--- src/rtl/ksss_pkg.sv ---
// Shared types, constants and saturation helpers for the shifted sparse Kaczmarz sweep.
package ksss_pkg;

  // Default sizes
  localparam int MAX_ROWS_DEF     = 1024;
  localparam int MAX_NONZEROS_DEF = 4096;
  localparam int FRAC_BITS_DEF    = 16;

  // Field widths
  localparam int CMD_W  = 3;
  localparam int IDX_W  = 13;
  localparam int CS_W   = 13;
  localparam int ER_W   = 10;
  localparam int VAL_W  = 32;
  localparam int FLT_W  = 2;
  localparam int RC_W   = 11;
  localparam int RLX_W  = 18;
  localparam int CFG_W  = 32;
  localparam int CIDX_W = 2;

  // Quotient width of the scaling divide: |s * omega| + |norm| / 2 stays below 2^50
  localparam int DIV_W  = 50;

  typedef enum logic [CMD_W-1:0] {
    CMD_COL_START = 3'd0,
    CMD_ENTRY     = 3'd1,
    CMD_ROW_DATA  = 3'd2,
    CMD_START_VEC = 3'd3,
    CMD_RUN       = 3'd4,
    CMD_READ      = 3'd5
  } cmd_t;

  typedef enum logic [CIDX_W-1:0] {
    REG_ROW_COUNT  = 2'd0,
    REG_RELAXATION = 2'd1,
    REG_SHIFT_REAL = 2'd2,
    REG_SHIFT_IMAG = 2'd3
  } cfg_reg_t;

  // Packed memory words
  typedef struct packed {
    logic [VAL_W-1:0] rhs_re;
    logic [VAL_W-1:0] rhs_im;
    logic [VAL_W-1:0] mass;
    logic [VAL_W-1:0] norm;
  } row_word_t;

  typedef struct packed {
    logic [VAL_W-1:0] re;
    logic [VAL_W-1:0] im;
  } sol_word_t;

  typedef struct packed {
    logic [ER_W-1:0]  row;
    logic [VAL_W-1:0] val;
  } ent_word_t;

  // Multiplier request / response
  typedef struct packed {
    logic             start;
    logic             raw;
    logic [VAL_W-1:0] a;
    logic [VAL_W-1:0] b;
  } mul_req_t;

  typedef struct packed {
    logic             done;
    logic             sat;
    logic [VAL_W-1:0] res;
    logic [63:0]      prod;
  } mul_rsp_t;

  // Divider request / response
  typedef struct packed {
    logic             start;
    logic [63:0]      num;
    logic [VAL_W-1:0] den;
  } div_req_t;

  typedef struct packed {
    logic             done;
    logic             sat;
    logic [VAL_W-1:0] res;
  } div_rsp_t;

  // Clamp a 64-bit signed value to 32 bits
  function automatic logic signed [31:0] sat32(input logic signed [63:0] v);
    if (v > 64'sd2147483647) begin
      return 32'sh7fffffff;
    end else if (v < -64'sd2147483648) begin
      return 32'sh80000000;
    end
    return v[31:0];
  endfunction

  function automatic logic ovf32(input logic signed [63:0] v);
    return (v > 64'sd2147483647) || (v < -64'sd2147483648);
  endfunction

endpackage

--- src/rtl/ksss_mul.sv ---
// Shared 32x32 multiplier with fixed-point rounding and saturation, through operand, product and result registers.
module ksss_mul #(
  parameter int FRAC_BITS = ksss_pkg::FRAC_BITS_DEF
) (
  input  logic               clk,
  input  logic               rst,
  input  ksss_pkg::mul_req_t req,
  output ksss_pkg::mul_rsp_t rsp
);

  localparam logic signed [63:0] HALF = 64'sd1 <<< (FRAC_BITS - 1);

  logic               v1, v2;
  logic               raw1, raw2;
  logic signed [31:0] a1, b1;
  logic signed [63:0] p2;
  logic signed [63:0] rnd;
  logic signed [63:0] shf;

  // Control
  always_ff @(posedge clk) begin
    if (rst) begin
      v1       <= 1'b0;
      v2       <= 1'b0;
      rsp.done <= 1'b0;
    end else begin
      v1       <= req.start;
      v2       <= v1;
      rsp.done <= v2;
    end
  end

  // Operand, product and result registers
  always_ff @(posedge clk) begin
    if (req.start) begin
      a1   <= req.a;
      b1   <= req.b;
      raw1 <= req.raw;
    end
    if (v1) begin
      p2   <= 64'(a1) * 64'(b1);
      raw2 <= raw1;
    end
    if (v2) begin
      rsp.prod <= p2;
      rsp.res  <= ksss_pkg::sat32(shf);
      rsp.sat  <= !raw2 && ksss_pkg::ovf32(shf);
    end
  end

  // Round to nearest, ties up, then floor shift
  assign rnd = p2 + HALF;
  assign shf = rnd >>> FRAC_BITS;

endmodule

--- config.mk ---
export PLATFORM = sky130hd
export DESIGN_NAME = ksss_mul
export DESIGN_NICKNAME = d
export VERILOG_FILES = /design/src/rtl/ksss_pkg.sv /design/src/rtl/ksss_mul.sv
export SDC_FILE = /design/constraint.sdc
export NUM_CORES = 2
export LEC_CHECK = 0
export BUFFER_PORTS_ARGS = -buffer_cell sky130_fd_sc_hd__buf_2
export CAP_MARGIN = 20
export CELL_PAD_IN_SITES_DETAIL_PLACEMENT = 0
export CELL_PAD_IN_SITES_GLOBAL_PLACEMENT = 1
export CORE_MARGIN = 3
export CORE_UTILIZATION = 56
export DETAILED_ROUTE_END_ITERATION = 10
export GPL_TIMING_DRIVEN = 0
export PLACE_DENSITY = 0.85
export SYNTH_ARGS = -nofsm -noshare
export SYNTH_HDL_FRONTEND = slang
export SYNTH_SLANG_ARGS = --single-unit
--- constraint.sdc ---
create_clock -name clk -period 14.8 [get_ports clk]
set_input_delay 2.96 -clock clk [delete_from_list [all_inputs] [get_ports clk]]
set_output_delay 2.96 -clock clk [all_outputs]
set_load 0.05 [all_outputs]
==> impl_results.md <==
* Starting Density at 57.0%
* Yosys cell types at 70
* CP arrival at roughly 10000 ps
* Seq cells post-synth at 230
* H-tree levels at 1
* Register area at 6880 um2
* First DRT Iteration DRCs at between 3k and 4k
* Post-DP HPWL at about 120000 um
* Layout area overhead at 7.28%
* # IOs at 166
* Root Buffer: clkbuf_16
* Final Max Slew Viols at 0
* Final hold violations at 0
* Post-Synthesis Cells at 4346
* Clk pin slew, worst setup/hold paths at 60 ps
* Share of flip-flops with an asynchronous set or reset at 0%
* Vias at between 30k and 40k
* Antenna Violating Nets Remaining at 0
* Routed len/inst at 27.2 um
* Setup TNS at 0 ps
* Port Buf Inserts at 165
* Rel. slew slack at 14.7%
* Largest net degree at the start of global routing at 64
* CTS tree: built
* Avg Cell Area, Syn at 10.2 um2
* Max FO, Critical Path at 13
* Worst EP required at ~15000 ps
* Post-synthesis sequential area ratio at between 10% and 20%
* Final period util at 68.5%
* GP Congestion at 1.03
* Clk buf depth at 3
* Setup Fix Bufs, Post-CTS at 0
* Final worst slack at 4660 ps
* Vias in the first global route at between 30k and 40k
* Tightest Pin Transition at 1280 ps
* # DRC at 0
* Die Y at 288 um
* CTS Sinks at 230
* Achievable frequency at 98.7 MHz
* RSZ-0062 raised after global routing: no
* Hold buffer count at cts at 0
* Final setup fails at 0
* Max cap viols at 0
* Syn nets at approximately 5.7k
* Main synth FF type: edfxtp_1
* Num CTS Buffers at 27
* Fillers at 6815
* EDFF count, synth at roughly 230
* Share of post-route cells with drive strength above 1 at 5.40%
* Global-route wire length before repair at between 200000 and 250000 um
* Die area at 82800 um2
* Core area at 78000 um2
* All-Layer GR Usage at between 30% and 40%
* GRT overflow at 0
* Most common cell after layout, fill and taps aside: fa_1
* DRT Pass-1 Iters at 6
* Initial antenna violation count at 15
* Clk Latency, worst-skew pair at about 600 ps
* Post-CTS sizing at 0
* # rows at 102
* Crit Path Category: reg2reg
* Hold crit path type: reg2reg
* Total wire length at 153000 um
* Most frequent cells in the layout: fa_1 (1082), inv_1 (997), nand2_1 (546)
* Setup Skew at 26.0 ps
* Dpl ws at 4790 ps
* Status: completed
* NumNets Final at 5889
* Clock period minus final worst setup slack at 10140 ps
* Multi-input logic area at 33000 um2
* Synthesis Warnings at 0
* Die Width at 288 um
* Setup crit start kind: register
* DR vias/cell at roughly 5.7
* Critical Path Sink Type: register
* Synth Cell Area at 44400 um2
-- metal layers --
metal	wire, um	track usage, %
met5	66	0
met4	9240	17.9
met3	22200	14.6
met2	64000	55.6
met1	57300	51.3
-- synth_stat cells (13+ instances only) --
| library cell | n | area [um2] |
|---|---|---|
| fa_1 | 1082 | 21700 |
| inv_1 | 997 | 3740 |
| nand2_1 | 546 | 2050 |
| and2_1 | 505 | 3160 |
| edfxtp_1 | 227 | 6820 |
| clkbuf_1 | 206 | 773 |
| ha_1 | 185 | 2310 |
| a21oi_1 | 74 | 370 |
| nor2_1 | 69 | 259 |
| xnor2_1 | 63 | 552 |
| o21ai_0 | 56 | 280 |
| xor2_1 | 41 | 359 |
| a21o_1 | 39 | 293 |
| nand3_1 | 32 | 160 |
| nand4_1 | 23 | 144 |
| a31oi_1 | 16 | 100 |
| nor3_1 | 16 | 80.1 |
| nand2b_1 | 13 | 81.3 |
| nor2b_1 | 13 | 81.3 |
| o21bai_1 | 13 | 97.6 |
-- kinds of logic (layout without fill, tap and decap cells) --
family / Yosys count / after routing / synth area share [%]
mux: 4 / 4 / 0.0901
xor+xnor: 104 / 104 / 2.05
fa+ha+maj: 1267 / 1267 / 53.9
simple gates: 1265 / 1265 / 14.4
other cells: 0 / 11 / 0
flops: 230 / 230 / 15.5
buf+inv: 1212 / 1439 / 10.3
compound gates: 264 / 264 / 3.76
-- final timing paths --
path | to | cells after the start | startpoint | slack [ps]
hold reg to reg | rsp[12] | 0 | p2[12] | 420
hold / removal | rsp[12] | 0 | p2[12] | 420
setup reg to reg | p2[63] | 23 | b1[2] | 4660
setup / recovery | p2[63] | 23 | b1[2] | 4660
-- sequential cells by signal, summed over array words and instances (netlist names) --
| name | flops |
|---|---|
| a1 | 32 |
| b1 | 32 |
| p2 | 64 |
| raw1 | 1 |
| raw2 | 1 |
| rsp | 98 |
| v1 | 1 |
| v2 | 1 |
-- per-stage QoR --
step           instance area, um2  hold slack [ps]  utilization, %  instances
3_5_place_dp                46700              405            59.9       5558
4_1_cts                     47600              420            61.0       5606
3_3_place_gp                46600              401            59.7       5551
6_report                    47700              419            61.2       5624
2_1_floorplan               44400              400               -       4346
5_1_grt                     47700              424            61.1       5613
-- cell type report --
type,count,area share (%)
sequential,230,14.4
tap,1040,2.73
timing repair buffer,179,2.18
buffer,215,1.75
antenna,11,0.0577
inverter,997,7.85
clock inverter,16,0.352
multi-input combinational,2904,69.2
clock buffer,32,1.46
-- worst max-delay path, cell delays in order (launching register included) --
cell and delay (ps):
edfxtp_1 570, clkbuf_1 660, nand2_1 190, inv_1 170, fa_1 460, fa_1 490
fa_1 1200, inv_1 160, fa_1 870, inv_1 480, fa_1 600, fa_1 540
inv_1 50, fa_1 590, inv_1 90, fa_1 460, ha_1 390, nand3_1 190
or4b_2 730, o22a_1 240, o211ai_1 250, a31o_2 190, a21oi_1 70, xnor2_1 150
Power is not shown: default switching activity piles up to over one toggle a cycle in this logic, so the estimate is an artifact.
