$ cat src/rtl/ksss_pkg.sv
// Shared types, constants and saturation helpers for the shifted sparse Kaczmarz sweep.
package ksss_pkg;

  // Default sizes
  localparam int MAX_ROWS_DEF     = 1024;
  localparam int MAX_NONZEROS_DEF = 4096;
  localparam int FRAC_BITS_DEF    = 16;

  // Field widths
  localparam int CMD_W  = 3;
  localparam int IDX_W  = 13;
  localparam int CS_W   = 13;
  localparam int ER_W   = 10;
  localparam int VAL_W  = 32;
  localparam int FLT_W  = 2;
  localparam int RC_W   = 11;
  localparam int RLX_W  = 18;
  localparam int CFG_W  = 32;
  localparam int CIDX_W = 2;

  // Quotient width of the scaling divide: |s * omega| + |norm| / 2 stays below 2^50
  localparam int DIV_W  = 50;

  typedef enum logic [CMD_W-1:0] {
    CMD_COL_START = 3'd0,
    CMD_ENTRY     = 3'd1,
    CMD_ROW_DATA  = 3'd2,
    CMD_START_VEC = 3'd3,
    CMD_RUN       = 3'd4,
    CMD_READ      = 3'd5
  } cmd_t;

  typedef enum logic [CIDX_W-1:0] {
    REG_ROW_COUNT  = 2'd0,
    REG_RELAXATION = 2'd1,
    REG_SHIFT_REAL = 2'd2,
    REG_SHIFT_IMAG = 2'd3
  } cfg_reg_t;

  // Packed memory words
  typedef struct packed {
    logic [VAL_W-1:0] rhs_re;
    logic [VAL_W-1:0] rhs_im;
    logic [VAL_W-1:0] mass;
    logic [VAL_W-1:0] norm;
  } row_word_t;

  typedef struct packed {
    logic [VAL_W-1:0] re;
    logic [VAL_W-1:0] im;
  } sol_word_t;

  typedef struct packed {
    logic [ER_W-1:0]  row;
    logic [VAL_W-1:0] val;
  } ent_word_t;

  // Multiplier request / response
  typedef struct packed {
    logic             start;
    logic             raw;
    logic [VAL_W-1:0] a;
    logic [VAL_W-1:0] b;
  } mul_req_t;

  typedef struct packed {
    logic             done;
    logic             sat;
    logic [VAL_W-1:0] res;
    logic [63:0]      prod;
  } mul_rsp_t;

  // Divider request / response
  typedef struct packed {
    logic             start;
    logic [63:0]      num;
    logic [VAL_W-1:0] den;
  } div_req_t;

  typedef struct packed {
    logic             done;
    logic             sat;
    logic [VAL_W-1:0] res;
  } div_rsp_t;

  // Clamp a 64-bit signed value to 32 bits
  function automatic logic signed [31:0] sat32(input logic signed [63:0] v);
    if (v > 64'sd2147483647) begin
      return 32'sh7fffffff;
    end else if (v < -64'sd2147483648) begin
      return 32'sh80000000;
    end
    return v[31:0];
  endfunction

  function automatic logic ovf32(input logic signed [63:0] v);
    return (v > 64'sd2147483647) || (v < -64'sd2147483648);
  endfunction

endpackage

$ cat src/rtl/ksss_div.sv
// Radix-2 restoring divider for the relaxation scaling, rounded to nearest with ties away from zero, saturated.
module ksss_div (
  input  logic               clk,
  input  logic               rst,
  input  ksss_pkg::div_req_t req,
  output ksss_pkg::div_rsp_t rsp
);

  localparam int DW = ksss_pkg::DIV_W;
  localparam int CW = $clog2(DW + 1);

  logic          busy;
  logic [CW-1:0] cnt;
  logic [DW-1:0] dvd;
  logic [32:0]   rem;
  logic [31:0]   md;
  logic          neg;

  logic signed [63:0] num_s;
  logic signed [31:0] den_s;
  logic [63:0]        mn;
  logic [31:0]        md_in;
  logic [63:0]        dvd_in;
  logic [32:0]        trial;
  logic               fits;
  logic [63:0]        q64;
  logic signed [63:0] qs;

  assign num_s  = req.num;
  assign den_s  = req.den;
  assign mn     = num_s[63] ? 64'(-num_s) : 64'(num_s);
  assign md_in  = den_s[31] ? 32'(-den_s) : 32'(den_s);
  assign dvd_in = mn + 64'(md_in >> 1);

  // One quotient bit per step
  assign trial = {rem[31:0], dvd[DW-1]};
  assign fits  = trial >= {1'b0, md};

  assign q64 = 64'(dvd);
  assign qs  = neg ? -$signed(q64) : $signed(q64);

  // Control
  always_ff @(posedge clk) begin
    if (rst) begin
      busy     <= 1'b0;
      rsp.done <= 1'b0;
    end else begin
      rsp.done <= 1'b0;
      if (req.start) begin
        busy <= 1'b1;
      end else if (busy && cnt == '0) begin
        busy     <= 1'b0;
        rsp.done <= 1'b1;
      end
    end
  end

  // Datapath
  always_ff @(posedge clk) begin
    if (req.start) begin
      dvd <= dvd_in[DW-1:0];
      rem <= '0;
      md  <= md_in;
      neg <= num_s[63] != den_s[31];
      cnt <= CW'(DW);
    end else if (busy && cnt != '0) begin
      rem <= fits ? (trial - {1'b0, md}) : trial;
      dvd <= {dvd[DW-2:0], fits};
      cnt <= cnt - 1'b1;
    end else if (busy) begin
      rsp.res <= ksss_pkg::sat32(qs);
      rsp.sat <= ksss_pkg::ovf32(qs);
    end
  end

endmodule
$ cat config.mk
export PLATFORM = sky130hd
export DESIGN_NAME = ksss_div
export DESIGN_NICKNAME = d
export VERILOG_FILES = /design/src/rtl/ksss_pkg.sv /design/src/rtl/ksss_div.sv
export SDC_FILE = /design/constraint.sdc
export NUM_CORES = 1
export LEC_CHECK = 0
export BUFFER_PORTS_ARGS = -buffer_cell sky130_fd_sc_hd__clkbuf_2
export CAP_MARGIN = 5
export CORE_ASPECT_RATIO = 1.25
export CORE_MARGIN = 1
export CORE_UTILIZATION = 60
export CTS_BUF_LIST = sky130_fd_sc_hd__clkbuf_8
export CTS_CLUSTER_SIZE = 14
export DETAILED_ROUTE_END_ITERATION = 8
export HOLD_SLACK_MARGIN = 0.1
export PLACE_DENSITY_LB_ADDON = 0.08
export SYNTH_ARGS = -nofsm -noshare
export SYNTH_HDL_FRONTEND = slang
export SYNTH_SLANG_ARGS = --single-unit
export TNS_END_PERCENT = 100
$ cat constraint.sdc
create_clock -name clk -period 5.65 [get_ports clk]
set_input_delay 0.2825 -clock clk [delete_from_list [all_inputs] [get_ports clk]]
set_output_delay 0.2825 -clock clk [all_outputs]
set_load 0.005 [all_outputs]
==> flow_metrics.tcl <==
set metrics [dict create \
    outcome "finished clean" \
    cp-endpoint "dvd[42]" \
    numClockSinks 156 \
    synthDistinctLibCells 76 \
    timing.rr.start "dvd[0]" \
    drtIter0Drc 529 \
    start_kind "input pin" \
    drtPass1Iterations 5 \
    path_cells "dlygate4sd3_1, clkbuf_2, inv_1, ha_1, nand2_1, or3_1, nand2b_1, or4_4, or4_1, o41ai_2, xnor2_1, ha_2, a21o_1, a21oi_1, nand2_1, and3_1, a31o_4, or4b_2, xor2_1, mux2_2" \
    clock_power_share 0.250 \
    synth_fp_nets 1573 \
    port_buffers 119 \
    clock_latency_ps 480 \
    vias 11140 \
    gp_congestion 0.9063 \
    num_io_pins 133 \
    antenna_found_initial 0 \
    yosysSeqAreaShare 0.3339 \
    p_switching_uw 1325 \
    fin_cells 1783 \
    period_minus_slack_ps 5403 \
    wl_um 33620 \
    max-vdd-ir-drop_v 0.0001728 \
    yosys.cell_count.top_type "edfxtp_1" \
    hpwl_um 26270 \
    timing.setup.tns_ps 0 \
    p_int_uw 2257 \
    async_flop_share 0 \
    final_area_mm2 0.01410 \
    grt_start_max_net_pins 75 \
    cts_max_level 4 \
    cp_top_family "simple AND/OR/NAND/NOR gates" \
    row_count 59 \
    power.density_mw_per_mm2 254.1 \
    drc 0 \
    start_util 0.6141 \
    r2r-end "rsp[32]" \
    period_share 0.9563 \
    syn-cell-area_mm2 0.01283 \
    fin_worst_skew_ps 22.71 \
    rsz0062_at_grt "false" \
    seq_area_mm2 0.004284 \
    cts_buffers 17 \
    path_clk_slew_ps 100 \
    netlist_top_cells_area "edfxtp_1 27%, xnor2_1 7.8%, ha_1 6.6%" \
    cp.buffers_inverters 3 \
    fillers 1740 \
    fp.dieH_um 165.5 \
    core_mm2 0.02089 \
    crit_type "in -> reg" \
    synth_top_area_share 0.2715 \
    combinationalPowerShare 0.316 \
    synth_edf_count 116 \
    hold_violations 0 \
    placedCellCount 1749 \
    multi_input_area_mm2 0.008124 \
    critPathMaxFanout 9 \
    yosys.area.top_type "edfxtp_1" \
    cap_violations 0 \
    slew_violations 0 \
    gr-total-overflow 0 \
    arrival_ps 5630 \
    diodes 0 \
    drive_above_1_share 0.1571 \
    crit_slowest_cell "or4b_2" \
    grt_pass1_vias 10720 \
    ctsLongestPathBuffers 2 \
    dieArea_mm2 0.02198 \
    synthCells 1404 \
    r2r_setup_slack_ps 1440 \
    grtUsageTotal 0.3117 \
    pwr-share-seq 0.433 \
    root_buffer "clkbuf_8" \
    crit_cells 20 \
    worst_pin_slew_ps 1060 \
    wl_per_cell_um 18.86 \
    vias_per_cell 6.249 \
    syn_area_per_cell_um2 9.138 \
    finalPower_uw 3583 \
    antenna_left 0 \
    preCtsSetupSlack_ps 71.45 \
    cts_tree "yes" \
    max_stage_delay_ps 610 \
    synth_common_cells "116 x edfxtp_1, 115 x nand2_1, 114 x xnor2_1, 86 x o21ai_0, 78 x xor2_1" \
    max_clock_freq_ghz 0.1851 \
    leakagePower_uw 0.005552 \
    reg2regPathDepth 12 \
    die_w_um 132.8 \
    area_growth_pct 9.918 \
    synth.yosys.warnings 0 \
    cpMostUsedCell "nand2_1" \
    final_nets 1665 \
    worst_setup_path_end_kind "flop" \
    synthFlopType "edfxtp_1" \
    dpl_cell_area_mm2 0.01363 \
    setup_violations 0 \
    slew_headroom 0.2936 \
    p_sw_frac 0.3700 \
    crit_required_ps 5880 \
    grt_pass1_wl_um 53250 \
    hold_class "in -> reg" \
    fin_ws_ps 246.7 \
    yosys_register_bits 156 \
    startpoint "req[0]" \
]
metal layers:
metal	share of wire	global-route usage
met2	0.53	0.5950
met3	0.039	0.04487
met5	0	0
met4	0.053	0.1745
met1	0.38	0.3275
worst min-delay path by stage:
stage	startpoint	to	slack, ps	cells past startpoint
floorplan	rst	busy	350	1
global placement	rem[31]	rem[31]	460	2
detailed placement	rem[31]	rem[31]	470	2
CTS	req[30]	md[31]	160	2
global route	req[30]	md[31]	150	2
finish	req[30]	md[31]	190	2
what timing repair did:
item	CTS	global route
endpoints found under the setup margin	0	1
hold endpoints to repair	3	0
hold buffers	2	0
resized for setup	0	4
buffers inserted	0	0
worst register-to-register path, cell delays in order (launching register included):
cell,delay (ps)
edfxtp_1,470
inv_1,150
ha_1,170
or3b_2,500
nor4_2,440
nand3_1,370
nor4bb_1,370
o211ai_1,130
o2bb2ai_1,180
or4_4,440
o41ai_4,200
buf_4,310
a21bo_1,230
layout make-up:
cell class	instances	area share
clock inverter	15	0.01357
inverter	58	0.01544
sequential	156	0.3038
multi-input combinational	1130	0.5761
timing repair buffer	133	0.05022
tap	274	0.02431
clock buffer	17	0.01659
sequential cells by signal, summed over array words and instances (netlist names):
register,cells
rsp,34
rem,32
md,32
neg,1
cnt,6
dvd,50
busy,1
logic make-up (layout without fill, tap and decap cells):
group	count (synthesis)	after routing	synth area share
compound gates	387	387	0.1988
mux	66	66	0.05549
fa+ha+maj	70	70	0.06944
flops	156	156	0.3339
simple gates	415	415	0.1743
buf+inv	118	223	0.03706
xor+xnor	192	192	0.1311
layout by cell type, fill, tap and decap left out, types with 28 or more instances in the layout:
cell type	n
a21o_1	34
a21oi_1	60
clkbuf_2	118
dfxtp_1	40
edfxtp_1	116
ha_1	67
inv_1	57
mux2_2	41
nand2_1	115
nand3_1	36
nor2_1	65
nor4_1	28
o21ai_0	86
o21ai_1	36
o31ai_1	44
xnor2_1	114
xor2_1	78
stage by stage:
step | utilization | hold slack (ps)
2_1_floorplan | - | 354.9
3_3_place_gp | 0.6526 | 464.4
3_5_place_dp | 0.6526 | 467.5
4_1_cts | 0.6740 | 155.5
5_1_grt | 0.6750 | 150.3
6_report | 0.6750 | 189.7
power by group through the flow:
stage	registers [uW]	logic [uW]	clock network, uW
2_1_floorplan	1500	838	0
3_3_place_gp	1570	1100	0
3_5_place_dp	1580	1110	0
4_1_cts	1550	1120	914
5_1_grt	1570	1240	952
6_report	1550	1130	897
(Power assumes the default switching activity.)
